### config.mk
export PLATFORM = sky130hd
export DESIGN_NAME = header_length_checksum_deframer_unit
export DESIGN_NICKNAME = d
export VERILOG_FILES = /design/src/hw/rtl/hlcd_pkg.sv /design/src/hw/rtl/hlcd_parser.sv /design/src/hw/rtl/hlcd_skid.sv /design/src/hw/rtl/header_length_checksum_deframer_unit.sv
export SDC_FILE = /design/constraint.sdc
export NUM_CORES = 1
export LEC_CHECK = 0
export ABC_AREA = 1
export BUFFER_PORTS_ARGS = -buffer_cell sky130_fd_sc_hd__buf_2
export CORE_MARGIN = 2
export CORE_UTILIZATION = 47
export CTS_CLUSTER_SIZE = 40
export DETAILED_ROUTE_END_ITERATION = 10
export PLACE_DENSITY = 0.78
export SYNTH_ARGS = -nofsm -noshare
export SYNTH_HDL_FRONTEND = slang
export SYNTH_SLANG_ARGS = --single-unit
### constraint.sdc
create_clock -name clk -period 3.57 [get_ports clk]
set_input_delay 0.8925 -clock clk [delete_from_list [all_inputs] [get_ports clk]]
set_output_delay 0.8925 -clock clk [all_outputs]
set_load 0.02 [all_outputs]
### src/hw/rtl/hlcd_pkg.sv
// Shared types and constants for the header/length/checksum frame parser.
package hlcd_pkg;

  localparam int unsigned CFG_INDEX_W = 2;

  localparam logic [CFG_INDEX_W-1:0] CFG_FIRST_HEADER  = 2'd0;
  localparam logic [CFG_INDEX_W-1:0] CFG_SECOND_HEADER = 2'd1;
  localparam logic [CFG_INDEX_W-1:0] CFG_MAX_LENGTH    = 2'd2;

  localparam logic [7:0] FIRST_HEADER_RESET  = 8'hAA;
  localparam logic [7:0] SECOND_HEADER_RESET = 8'h55;
  localparam logic [7:0] MAX_LENGTH_RESET    = 8'd250;
  localparam logic [7:0] FRAME_LIMIT         = 8'd250;

  // Position codes of the header, length, command and first data bytes within a frame.
  localparam logic [7:0] POS_SECOND_HEADER = 8'd1;
  localparam logic [7:0] POS_LENGTH_HIGH   = 8'd2;
  localparam logic [7:0] POS_LENGTH_LOW    = 8'd3;
  localparam logic [7:0] POS_COMMAND       = 8'd4;
  localparam logic [7:0] POS_FIRST_DATA    = 8'd5;

  localparam logic [1:0] KIND_DATA     = 2'd0;
  localparam logic [1:0] KIND_END_GOOD = 2'd1;
  localparam logic [1:0] KIND_END_BAD  = 2'd2;

  typedef struct packed {
    logic [1:0] kind;
    logic [7:0] payload_byte;
    logic [7:0] payload_index;
    logic [7:0] frame_command;
    logic [7:0] payload_length;
    logic       last;
  } result_t;

endpackage

### src/hw/rtl/hlcd_parser.sv
// Frame parser state, configuration registers and per-byte result logic.
module hlcd_parser (
  input  logic                               clk,
  input  logic                               rst,
  input  logic                               cfg_write,
  input  logic [hlcd_pkg::CFG_INDEX_W-1:0]   cfg_index,
  input  logic [7:0]                         cfg_data,
  input  logic                               accept,
  input  logic                               cmd,
  input  logic [7:0]                         rx_byte,
  output logic                               push,
  output hlcd_pkg::result_t                  result
);

  logic [7:0] first_header_byte;
  logic [7:0] second_header_byte;
  logic [7:0] max_data_length;

  logic       in_frame;
  logic [7:0] byte_position;
  logic [7:0] length_high;
  logic [7:0] frame_length_total;
  logic [7:0] command_byte;
  logic [7:0] running_sum;

  logic       in_frame_next;
  logic [7:0] byte_position_next;
  logic [7:0] length_high_next;
  logic [7:0] frame_length_total_next;
  logic [7:0] command_byte_next;
  logic [7:0] running_sum_next;

  logic [7:0] limit;
  logic [7:0] taken;
  logic       is_first_header;
  logic       emit;

  always_ff @(posedge clk) begin
    if (rst) begin
      first_header_byte  <= hlcd_pkg::FIRST_HEADER_RESET;
      second_header_byte <= hlcd_pkg::SECOND_HEADER_RESET;
      max_data_length    <= hlcd_pkg::MAX_LENGTH_RESET;
    end else if (cfg_write) begin
      case (cfg_index)
        hlcd_pkg::CFG_FIRST_HEADER:  first_header_byte  <= cfg_data;
        hlcd_pkg::CFG_SECOND_HEADER: second_header_byte <= cfg_data;
        hlcd_pkg::CFG_MAX_LENGTH:    max_data_length    <= cfg_data;
        default: ;
      endcase
    end
  end

  assign limit = (max_data_length > hlcd_pkg::FRAME_LIMIT) ? hlcd_pkg::FRAME_LIMIT
                                                           : max_data_length;
  // Bytes past the command taken so far, counting the current one.
  assign taken = byte_position - 8'd4;
  assign is_first_header = (rx_byte == first_header_byte);

  always_comb begin
    in_frame_next           = in_frame;
    byte_position_next      = byte_position;
    length_high_next        = length_high;
    frame_length_total_next = frame_length_total;
    command_byte_next       = command_byte;
    running_sum_next        = running_sum;
    emit                    = 1'b0;

    result.kind           = hlcd_pkg::KIND_DATA;
    result.payload_byte   = rx_byte;
    result.payload_index  = byte_position - hlcd_pkg::POS_FIRST_DATA;
    result.frame_command  = command_byte;
    result.payload_length = frame_length_total - 8'd1;
    result.last           = 1'b0;

    if (cmd) begin
      in_frame_next           = 1'b0;
      byte_position_next      = '0;
      length_high_next        = '0;
      frame_length_total_next = '0;
      command_byte_next       = '0;
      running_sum_next        = '0;
    end else if (!in_frame) begin
      if (is_first_header) begin
        in_frame_next      = 1'b1;
        byte_position_next = hlcd_pkg::POS_SECOND_HEADER;
      end
    end else begin
      case (byte_position)
        hlcd_pkg::POS_SECOND_HEADER: begin
          if (rx_byte != second_header_byte) begin
            in_frame_next      = is_first_header;
            byte_position_next = is_first_header ? hlcd_pkg::POS_SECOND_HEADER : 8'd0;
          end else begin
            byte_position_next = hlcd_pkg::POS_LENGTH_HIGH;
          end
        end
        hlcd_pkg::POS_LENGTH_HIGH: begin
          length_high_next   = rx_byte;
          byte_position_next = hlcd_pkg::POS_LENGTH_LOW;
        end
        hlcd_pkg::POS_LENGTH_LOW: begin
          if (length_high != 8'd0 || rx_byte == 8'd0 || rx_byte > limit) begin
            in_frame_next      = is_first_header;
            byte_position_next = is_first_header ? hlcd_pkg::POS_SECOND_HEADER : 8'd0;
            length_high_next   = '0;
          end else begin
            frame_length_total_next = rx_byte;
            byte_position_next      = hlcd_pkg::POS_COMMAND;
          end
        end
        hlcd_pkg::POS_COMMAND: begin
          command_byte_next  = rx_byte;
          running_sum_next   = rx_byte;
          byte_position_next = hlcd_pkg::POS_FIRST_DATA;
        end
        default: begin
          emit = 1'b1;
          if (taken < frame_length_total) begin
            running_sum_next   = running_sum + rx_byte;
            byte_position_next = byte_position + 8'd1;
          end else begin
            // Checksum byte: close the frame and hunt again.
            result.kind             = (running_sum == rx_byte) ? hlcd_pkg::KIND_END_GOOD
                                                               : hlcd_pkg::KIND_END_BAD;
            result.payload_byte     = '0;
            result.payload_index    = '0;
            result.last             = 1'b1;
            in_frame_next           = 1'b0;
            byte_position_next      = '0;
            length_high_next        = '0;
            frame_length_total_next = '0;
            command_byte_next       = '0;
            running_sum_next        = '0;
          end
        end
      endcase
    end
  end

  assign push = accept && emit;

  always_ff @(posedge clk) begin
    if (rst) begin
      in_frame           <= 1'b0;
      byte_position      <= '0;
      length_high        <= '0;
      frame_length_total <= '0;
      command_byte       <= '0;
      running_sum        <= '0;
    end else if (accept) begin
      in_frame           <= in_frame_next;
      byte_position      <= byte_position_next;
      length_high        <= length_high_next;
      frame_length_total <= frame_length_total_next;
      command_byte       <= command_byte_next;
      running_sum        <= running_sum_next;
    end
  end

`ifndef ASSERT_OFF
  a_line_error_hunts: assert property (@(posedge clk) disable iff (rst)
    accept && cmd |=> !in_frame && byte_position == 8'd0)
    else $error("line error did not return parser to hunting");

  a_end_kind: assert property (@(posedge clk) disable iff (rst)
    push && result.last |->
      result.kind == hlcd_pkg::KIND_END_GOOD || result.kind == hlcd_pkg::KIND_END_BAD)
    else $error("frame end carries a data kind");

  a_position_in_bounds: assert property (@(posedge clk) disable iff (rst)
    in_frame && byte_position >= hlcd_pkg::POS_FIRST_DATA |->
      taken <= frame_length_total && frame_length_total != 8'd0)
    else $error("byte position ran past the frame length");

  a_hunting_clear: assert property (@(posedge clk) disable iff (rst)
    !in_frame |-> byte_position == 8'd0 && running_sum == 8'd0)
    else $error("hunting with stale frame state");
`endif

endmodule

### src/hw/rtl/hlcd_skid.sv
// Two-entry output buffer that decouples the input stall from the output stall.
module hlcd_skid (
  input  logic              clk,
  input  logic              rst,
  input  logic              push,
  input  hlcd_pkg::result_t push_data,
  output logic              full,
  output logic              out_valid,
  input  logic              out_stall,
  output hlcd_pkg::result_t out_data
);

  logic              skid_valid;
  hlcd_pkg::result_t skid_data;

  assign full = skid_valid;

  always_ff @(posedge clk) begin
    if (rst) begin
      out_valid  <= 1'b0;
      skid_valid <= 1'b0;
    end else if (!out_valid || !out_stall) begin
      out_valid  <= skid_valid || push;
      skid_valid <= 1'b0;
    end else if (push) begin
      skid_valid <= 1'b1;
    end
  end

  always_ff @(posedge clk) begin
    if (!out_valid || !out_stall) begin
      out_data <= skid_valid ? skid_data : push_data;
    end else if (push) begin
      skid_data <= push_data;
    end
  end

`ifndef ASSERT_OFF
  a_skid_behind_output: assert property (@(posedge clk) disable iff (rst)
    skid_valid |-> out_valid)
    else $error("skid entry held while output register is empty");

  a_no_push_when_full: assert property (@(posedge clk) disable iff (rst)
    push |-> !skid_valid)
    else $error("result pushed into a full buffer");

  a_skid_drains_first: assert property (@(posedge clk) disable iff (rst)
    skid_valid && !out_stall |=> out_valid && !skid_valid)
    else $error("skid entry not moved to output on transfer");
`endif

endmodule

### src/hw/rtl/header_length_checksum_deframer_unit.sv
// Top level of the header/length/checksum frame parser.
//
// Received bytes enter on the input channel (in_valid, in_stall, cmd, rx_byte),
// one per transfer. cmd high marks a line error and forces the parser back to
// hunting for a header. Each data byte of a frame leaves as one result
// transfer as it arrives; the checksum byte produces a frame-end result with
// last high, the command, the data count and a good or bad kind. Header,
// length and command bytes produce no result.
// A result reaches out_valid in the cycle after its input transfer when the output
// register is free. One byte can be taken every cycle while in_stall is low: the
// per-byte update is a few compares and an 8-bit add from state to output register.
// A two-entry output buffer sits after the parser; in_stall rises only while
// its second entry is occupied, so a receiver stall costs no input cycle until
// two results are waiting. Results hold steady while out_stall is high.
// The configuration port writes the header bytes and the length limit; it is to
// be used only while the block is idle, which the block does not enforce. Reset
// clears frame state and buffer, restoring headers 0xAA, 0x55 and limit 250.
module header_length_checksum_deframer_unit (
  input  logic                             clk,
  input  logic                             rst,
  input  logic                             cfg_write,
  input  logic [hlcd_pkg::CFG_INDEX_W-1:0] cfg_index,
  input  logic [7:0]                       cfg_data,
  input  logic                             in_valid,
  output logic                             in_stall,
  input  logic                             cmd,
  input  logic [7:0]                       rx_byte,
  output logic                             out_valid,
  input  logic                             out_stall,
  output logic [1:0]                       kind,
  output logic [7:0]                       payload_byte,
  output logic [7:0]                       payload_index,
  output logic [7:0]                       frame_command,
  output logic [7:0]                       payload_length,
  output logic                             last
);

  logic              accept;
  logic              push;
  logic              full;
  hlcd_pkg::result_t push_data;
  hlcd_pkg::result_t out_data;

  assign in_stall = full;
  assign accept   = in_valid && !full;

  hlcd_parser u_parser (
    .clk       (clk),
    .rst       (rst),
    .cfg_write (cfg_write),
    .cfg_index (cfg_index),
    .cfg_data  (cfg_data),
    .accept    (accept),
    .cmd       (cmd),
    .rx_byte   (rx_byte),
    .push      (push),
    .result    (push_data)
  );

  hlcd_skid u_skid (
    .clk       (clk),
    .rst       (rst),
    .push      (push),
    .push_data (push_data),
    .full      (full),
    .out_valid (out_valid),
    .out_stall (out_stall),
    .out_data  (out_data)
  );

  assign kind           = out_data.kind;
  assign payload_byte   = out_data.payload_byte;
  assign payload_index  = out_data.payload_index;
  assign frame_command  = out_data.frame_command;
  assign payload_length = out_data.payload_length;
  assign last           = out_data.last;

endmodule
Yosys cells after proc, flatten, opt, wreduce, memory -nomap -nowiden
Cells that the tools add are included.
W data, S select, Z words.
Cells by class
  order comparisons: 3
  bitwise logic cells: 1
  $add $sub $neg: 5
  equality and inequality tests: 17
  reduce and logical (&&, ||, !) cells: 29
  muxes and demuxes: 45
Operators by type and width (number)
  $mux W8: 19
  $mux W18: 4
  $pmux W8 S2: 3
  $mux W35: 1
  $pmux W8 S4: 1
  $pmux W8 S3: 1
  $eq A8 B2 Y1 const B: 2
  $eq A8 B8 Y1: 2
  $sub A8 B3 Y8 const B: 2
  $mux W1: 14
  $reduce_and A2 Y1: 5
  $reduce_and A5 Y1: 2
  $ne A3 B3 Y1 const B: 3
  $add A8 B1 Y8 const B: 1
  $add A8 B8 Y8: 1
  $eq A8 B1 Y1 const B: 1
  $eq A8 B3 Y1 const B: 1
  $gt A8 B8 Y1: 1
  $gt A8 B8 Y1 const B: 1
  $logic_not A8 Y1: 1
  $lt A8 B8 Y1: 1
  $ne A8 B8 Y1: 1
  $reduce_bool A8 Y1: 1
  $sub A8 B1 Y8 const B: 1
  19 further kinds: 30
Storage, ports and cells
  input bits: 24
  bits in registers: 137
  output and inout port bits: 37
  word-level logic and storage cells: 123

Depth between registers and ports, before layout
  depth in word-level cells: 8
  mapped depth: 20

Cells and area by module
From an unflattened synthesis, not the netlist that was laid out.
Second synthesis, totals
  cell total of the unflattened synthesis: 890
  area, all modules: 7518.5 µm²
By module, submodules not included
  hlcd_parser: cells an instance 694, area each 4654.5 µm², instances 1, seq. area each 1301.2 µm²
  hlcd_skid: cells an instance 194, area each 2854.0 µm², instances 1, seq. area each 2142.1 µm²
  header_length_checksum_deframer_unit: cells an instance 2, area each 10.0 µm², instances 1, seq. area each 0.0 µm²

Worst setup path after synthesis
OpenSTA, ideal clock, no wires.
  path kind: input to register
  from: input out_stall
  to: register u_skid.skid_data[0] in the netlist's numbering (enable)
  stages: 2
  setup time: 0.427 ns
  data arrival time: 3.299 ns
  path slack: -0.156 ns
  path buffers: 0
  path through: nand2_1 > nor2_1
Between the ends
  cells in the longest elaborated chain, start to end: 4
RTL lines
  from (decl): line header_length_checksum_deframer_unit.sv:29  | input logic out_stall,
  $logic_not A1 Y1: line hlcd_skid.sv:31  | if (!out_valid || !out_stall) begin
  $logic_or A1 B1 Y1: line hlcd_skid.sv:31
  $not A1 Y1 (no line)
  $reduce_and A2 Y1 (no line)
  to (signal assigned): line hlcd_skid.sv:34  | skid_data <= push_data;
  to (decl): line hlcd_skid.sv:14  | hlcd_pkg::result_t skid_data;
Every way passes these cells.
A chain may end at the register's enable or synchronous reset.

Worst setup path after layout
  from: register u_parser.byte_position[2]
  to: register u_parser.command_byte[1]
Between the ends
  cells in the longest elaborated chain, start to end: 5
RTL lines
  from (decl): line hlcd_parser.sv:20  | logic [7:0] byte_position;
  from (signal assigned): line hlcd_parser.sv:152  | byte_position <= byte_position_next;
  branches (longest 5 deep; another with $sub A8 B3 Y8)
  to (signal assigned): line hlcd_parser.sv:155  | command_byte <= command_byte_next;
  to (decl): line hlcd_parser.sv:23  | logic [7:0] command_byte;
Parallel ways; which one is timed is not known. The select of a mux whose other input is x is not followed.

==> impl_metrics.json <==
{
  "antenna_found_initial": 0,
  "ys_seq_elements": 137,
  "fin_setup_tns_ns": 0,
  "relSlewSlack_pct": 62.5,
  "power.leakage_nw": 3.49,
  "ant_nets": 0,
  "routedWlPerCell_um": 14.0,
  "clock_latency_ns": 0.42,
  "dieArea_um2": 16000,
  "hp-class": "register to register",
  "async_flop_share_pct": 0,
  "peakVddDrop_mv": 0.387,
  "core_um2": 14600,
  "startpoint_type": "register",
  "h-tree-depth": 4,
  "crit_type": "register to register",
  "cp.required_ns": 3.86,
  "root_buffer": "clkbuf_16",
  "period_share_pct": 80.7,
  "rsz0062_at_grt": "no",
  "synth_edf_count": 70,
  "grt_pass1_wl_um": 25700,
  "crit_buf_inv": 3,
  "synthFlopType": "edfxtp_1",
  "top_level_ports": 61,
  "hpwl_um": 10800,
  "route.detailed.drc": 0,
  "numCtsBuffers": 17,
  "ys_warn_count": 0,
  "synthDistinctLibCells": 46,
  "maxSlewViolCount": 0,
  "power_mw": 3.67,
  "final_cell_mix": "nand2_1 (213), inv_1 (88), nor2_1 (76), edfxtp_1 (70), dfxtp_1 (66)",
  "grt_max_degree": 56,
  "fin_nets": 950,
  "vias": 5628,
  "start_util_pct": 48.3,
  "cts_sinks": 137,
  "tightest_slew_ns": 0.560,
  "finalHoldViolations": 0,
  "path_delay_family": "simple AND/OR/NAND/NOR gates",
  "drive_above_1_share_pct": 14.9,
  "placed_area_um2": 7510,
  "cts_resized": 0,
  "yosysSeqAreaShare_pct": 48.9,
  "cts_setup_buffers": 0,
  "place_congestion": 0.865,
  "wirelength_um": 15300,
  "area_growth_syn_to_layout_pct": 14.2,
  "row_count": 44,
  "crit_chain": "inv_1, ha_1, nand2_1, xor2_1, ha_1, nand2_1, o21a_1, nand2_2, inv_1, nand3_1, nand2_4, inv_2, o21ai_0, a21oi_1",
  "finalSetupViolCount": 0,
  "grt_pass1_vias": 5263,
  "power.density_nw_per_um2": 456,
  "maxCapViolations": 0,
  "fin_area_um2": 8040,
  "portBuffers": 60,
  "max_freq_mhz": 347,
  "arrival_ns": 3.17,
  "ctsHoldBuffers": 0,
  "gr-total-overflow": 0,
  "final_common_cell": "nand2_1",
  "max_stage_delay_ns": 0.49,
  "cpMaxStageDelayCell": "dfxtp_1",
  "skew_ns": 0.00778,
  "syn-mean-instance-area_um2": 8.48,
  "clkTransAtPathRegs_ns": 0.06,
  "nFillCells": 1293,
  "cts_tree": "yes",
  "status": "finished, final reports clean",
  "critPathMaxFanout": 11,
  "first_pass_iters": 6,
  "syn_area_um2": 7040,
  "fp.dieW_um": 126,
  "grt_util_all_layers_pct": 19.9,
  "synthesis.nets": 888,
  "drt-initial-drc-count": 390,
  "syn_inst": 831,
  "cp-end-kind": "register",
  "min_period_ns": 2.88,
  "dieHeight_um": 126,
  "clock_path_buffers": 2,
  "num_antenna_cells": 0,
  "avgViaCountPerCell": 5.16
}
==> state kept, by name (all words and copies together) (netlist names), 8 cells and up <==
signal	cells
u_parser.command_byte	8
u_skid.out_data	35
u_parser.running_sum	8
u_parser.max_data_length	8
u_skid.skid_data	35
u_parser.frame_length_total	8
u_parser.first_header_byte	8
u_parser.second_header_byte	8
u_parser.length_high	8
u_parser.byte_position	8
==> synth_stat cells (3+ instances only) <==
library cell / count / area, um2
ha_1: 32 / 400
xnor2_1: 13 / 114
buf_6: 3 / 33.8
xor2_1: 19 / 166
o211ai_1: 11 / 82.6
nor3_1: 26 / 130
o21ai_1: 13 / 65.1
buf_4: 5 / 37.5
clkbuf_1: 15 / 56.3
inv_1: 88 / 330
a21oi_1: 47 / 235
edfxtp_1: 70 / 2100
nor2_1: 77 / 289
o21ai_2: 3 / 26.3
o21ai_0: 39 / 195
nand2_4: 4 / 45.0
nand2_1: 213 / 800
inv_2: 4 / 15.0
nand3_1: 34 / 170
dfxtp_1: 67 / 1340
nand4_1: 9 / 56.3
nor2_2: 5 / 31.3
==> area by class of cell <==
cell class	instances	area (um2)	area share (%)
flip-flops and latches	137	3440	42.8
multi-input cells	573	3100	38.5
clock buffers	21	450	5.60
repair buffers	68	373	4.64
inverters	96	372	4.62
well taps	184	230	2.86
clock inverters	11	78.8	0.980
==> report_power, final <==
part / internal [mW] / total, mW / leakage, nW / switching, mW
clock: 0.903 / 1.56 / 0.245 / 0.661
combinational: 0.123 / 0.364 / 2.05 / 0.241
sequential: 1.72 / 1.74 / 1.20 / 0.0236
==> stage by stage <==
stage | cells | hold slack, ns | setup WS (ns) | utilization [%]
6_report | 1090 | 0.466 | 0.689 | 55.1
5_1_grt | 1090 | 0.484 | 0.430 | 55.1
4_1_cts | 1090 | 0.469 | 0.688 | 55.1
3_5_place_dp | 1058 | 0.457 | 0.727 | 51.5
3_3_place_gp | 1058 | 0.444 | 0.780 | 51.5
2_1_floorplan | 831 | 0.425 | 0.413 | -
==> path summary, 6_finish.rpt <==
| path | start | to | slack, ns | cells after the start |
|---|---|---|---|---|
| max reg2reg | u_parser.byte_position[2]$_SDFFE_PP0P_ | u_parser.command_byte[1]$_SDFFE_PP0P_ | 0.69 | 14 |
| min reg2reg | u_parser.command_byte[2]$_SDFFE_PP0P_ | u_skid.skid_data[11]$_DFFE_PP_ | 0.47 | 0 |
| min | u_parser.command_byte[2]$_SDFFE_PP0P_ | u_skid.skid_data[11]$_DFFE_PP_ | 0.47 | 0 |
| max | u_parser.byte_position[2]$_SDFFE_PP0P_ | u_parser.command_byte[1]$_SDFFE_PP0P_ | 0.69 | 14 |
==> metal layers <==
| layer | vias up | global-route usage (%) | part of all wire (%) |
|---|---|---|---|
| li1 | 2854 | - | - |
| met2 | 187 | 31.4 | 46 |
| met5 | - | 0 | 0 |
| met1 | 2567 | 27.9 | 46 |
| met3 | 20 | 4.18 | 6.4 |
| met4 | 0 | 5.75 | 1.5 |
==> worst register-to-register path, stage by stage (launching register included) <==
cell and delay (ns):
dfxtp_1 0.49, inv_1 0.20, ha_1 0.27, nand2_1 0.09, xor2_1 0.19, ha_1 0.26, nand2_1 0.08, o21a_1 0.14
nand2_2 0.09, inv_1 0.23, nand3_1 0.25, nand2_4 0.15, inv_2 0.11, o21ai_0 0.17, a21oi_1 0.06
==> cells by family (layout without fill, tap and decap cells) <==
| family | after synthesis | in the layout | share of synthesized area (%) |
|---|---|---|---|
| AND/OR/NAND/NOR | 386 | 386 | 24.4 |
| flip-flops | 137 | 137 | 48.9 |
| AO/OA/AOI/OAI | 122 | 122 | 9.59 |
| buffers and inverters | 121 | 196 | 7.21 |
| adder cells (fa/ha/maj) | 33 | 33 | 5.97 |
| XOR/XNOR | 32 | 32 | 3.98 |
No activity file was read; power rests on OpenSTA's default activity.
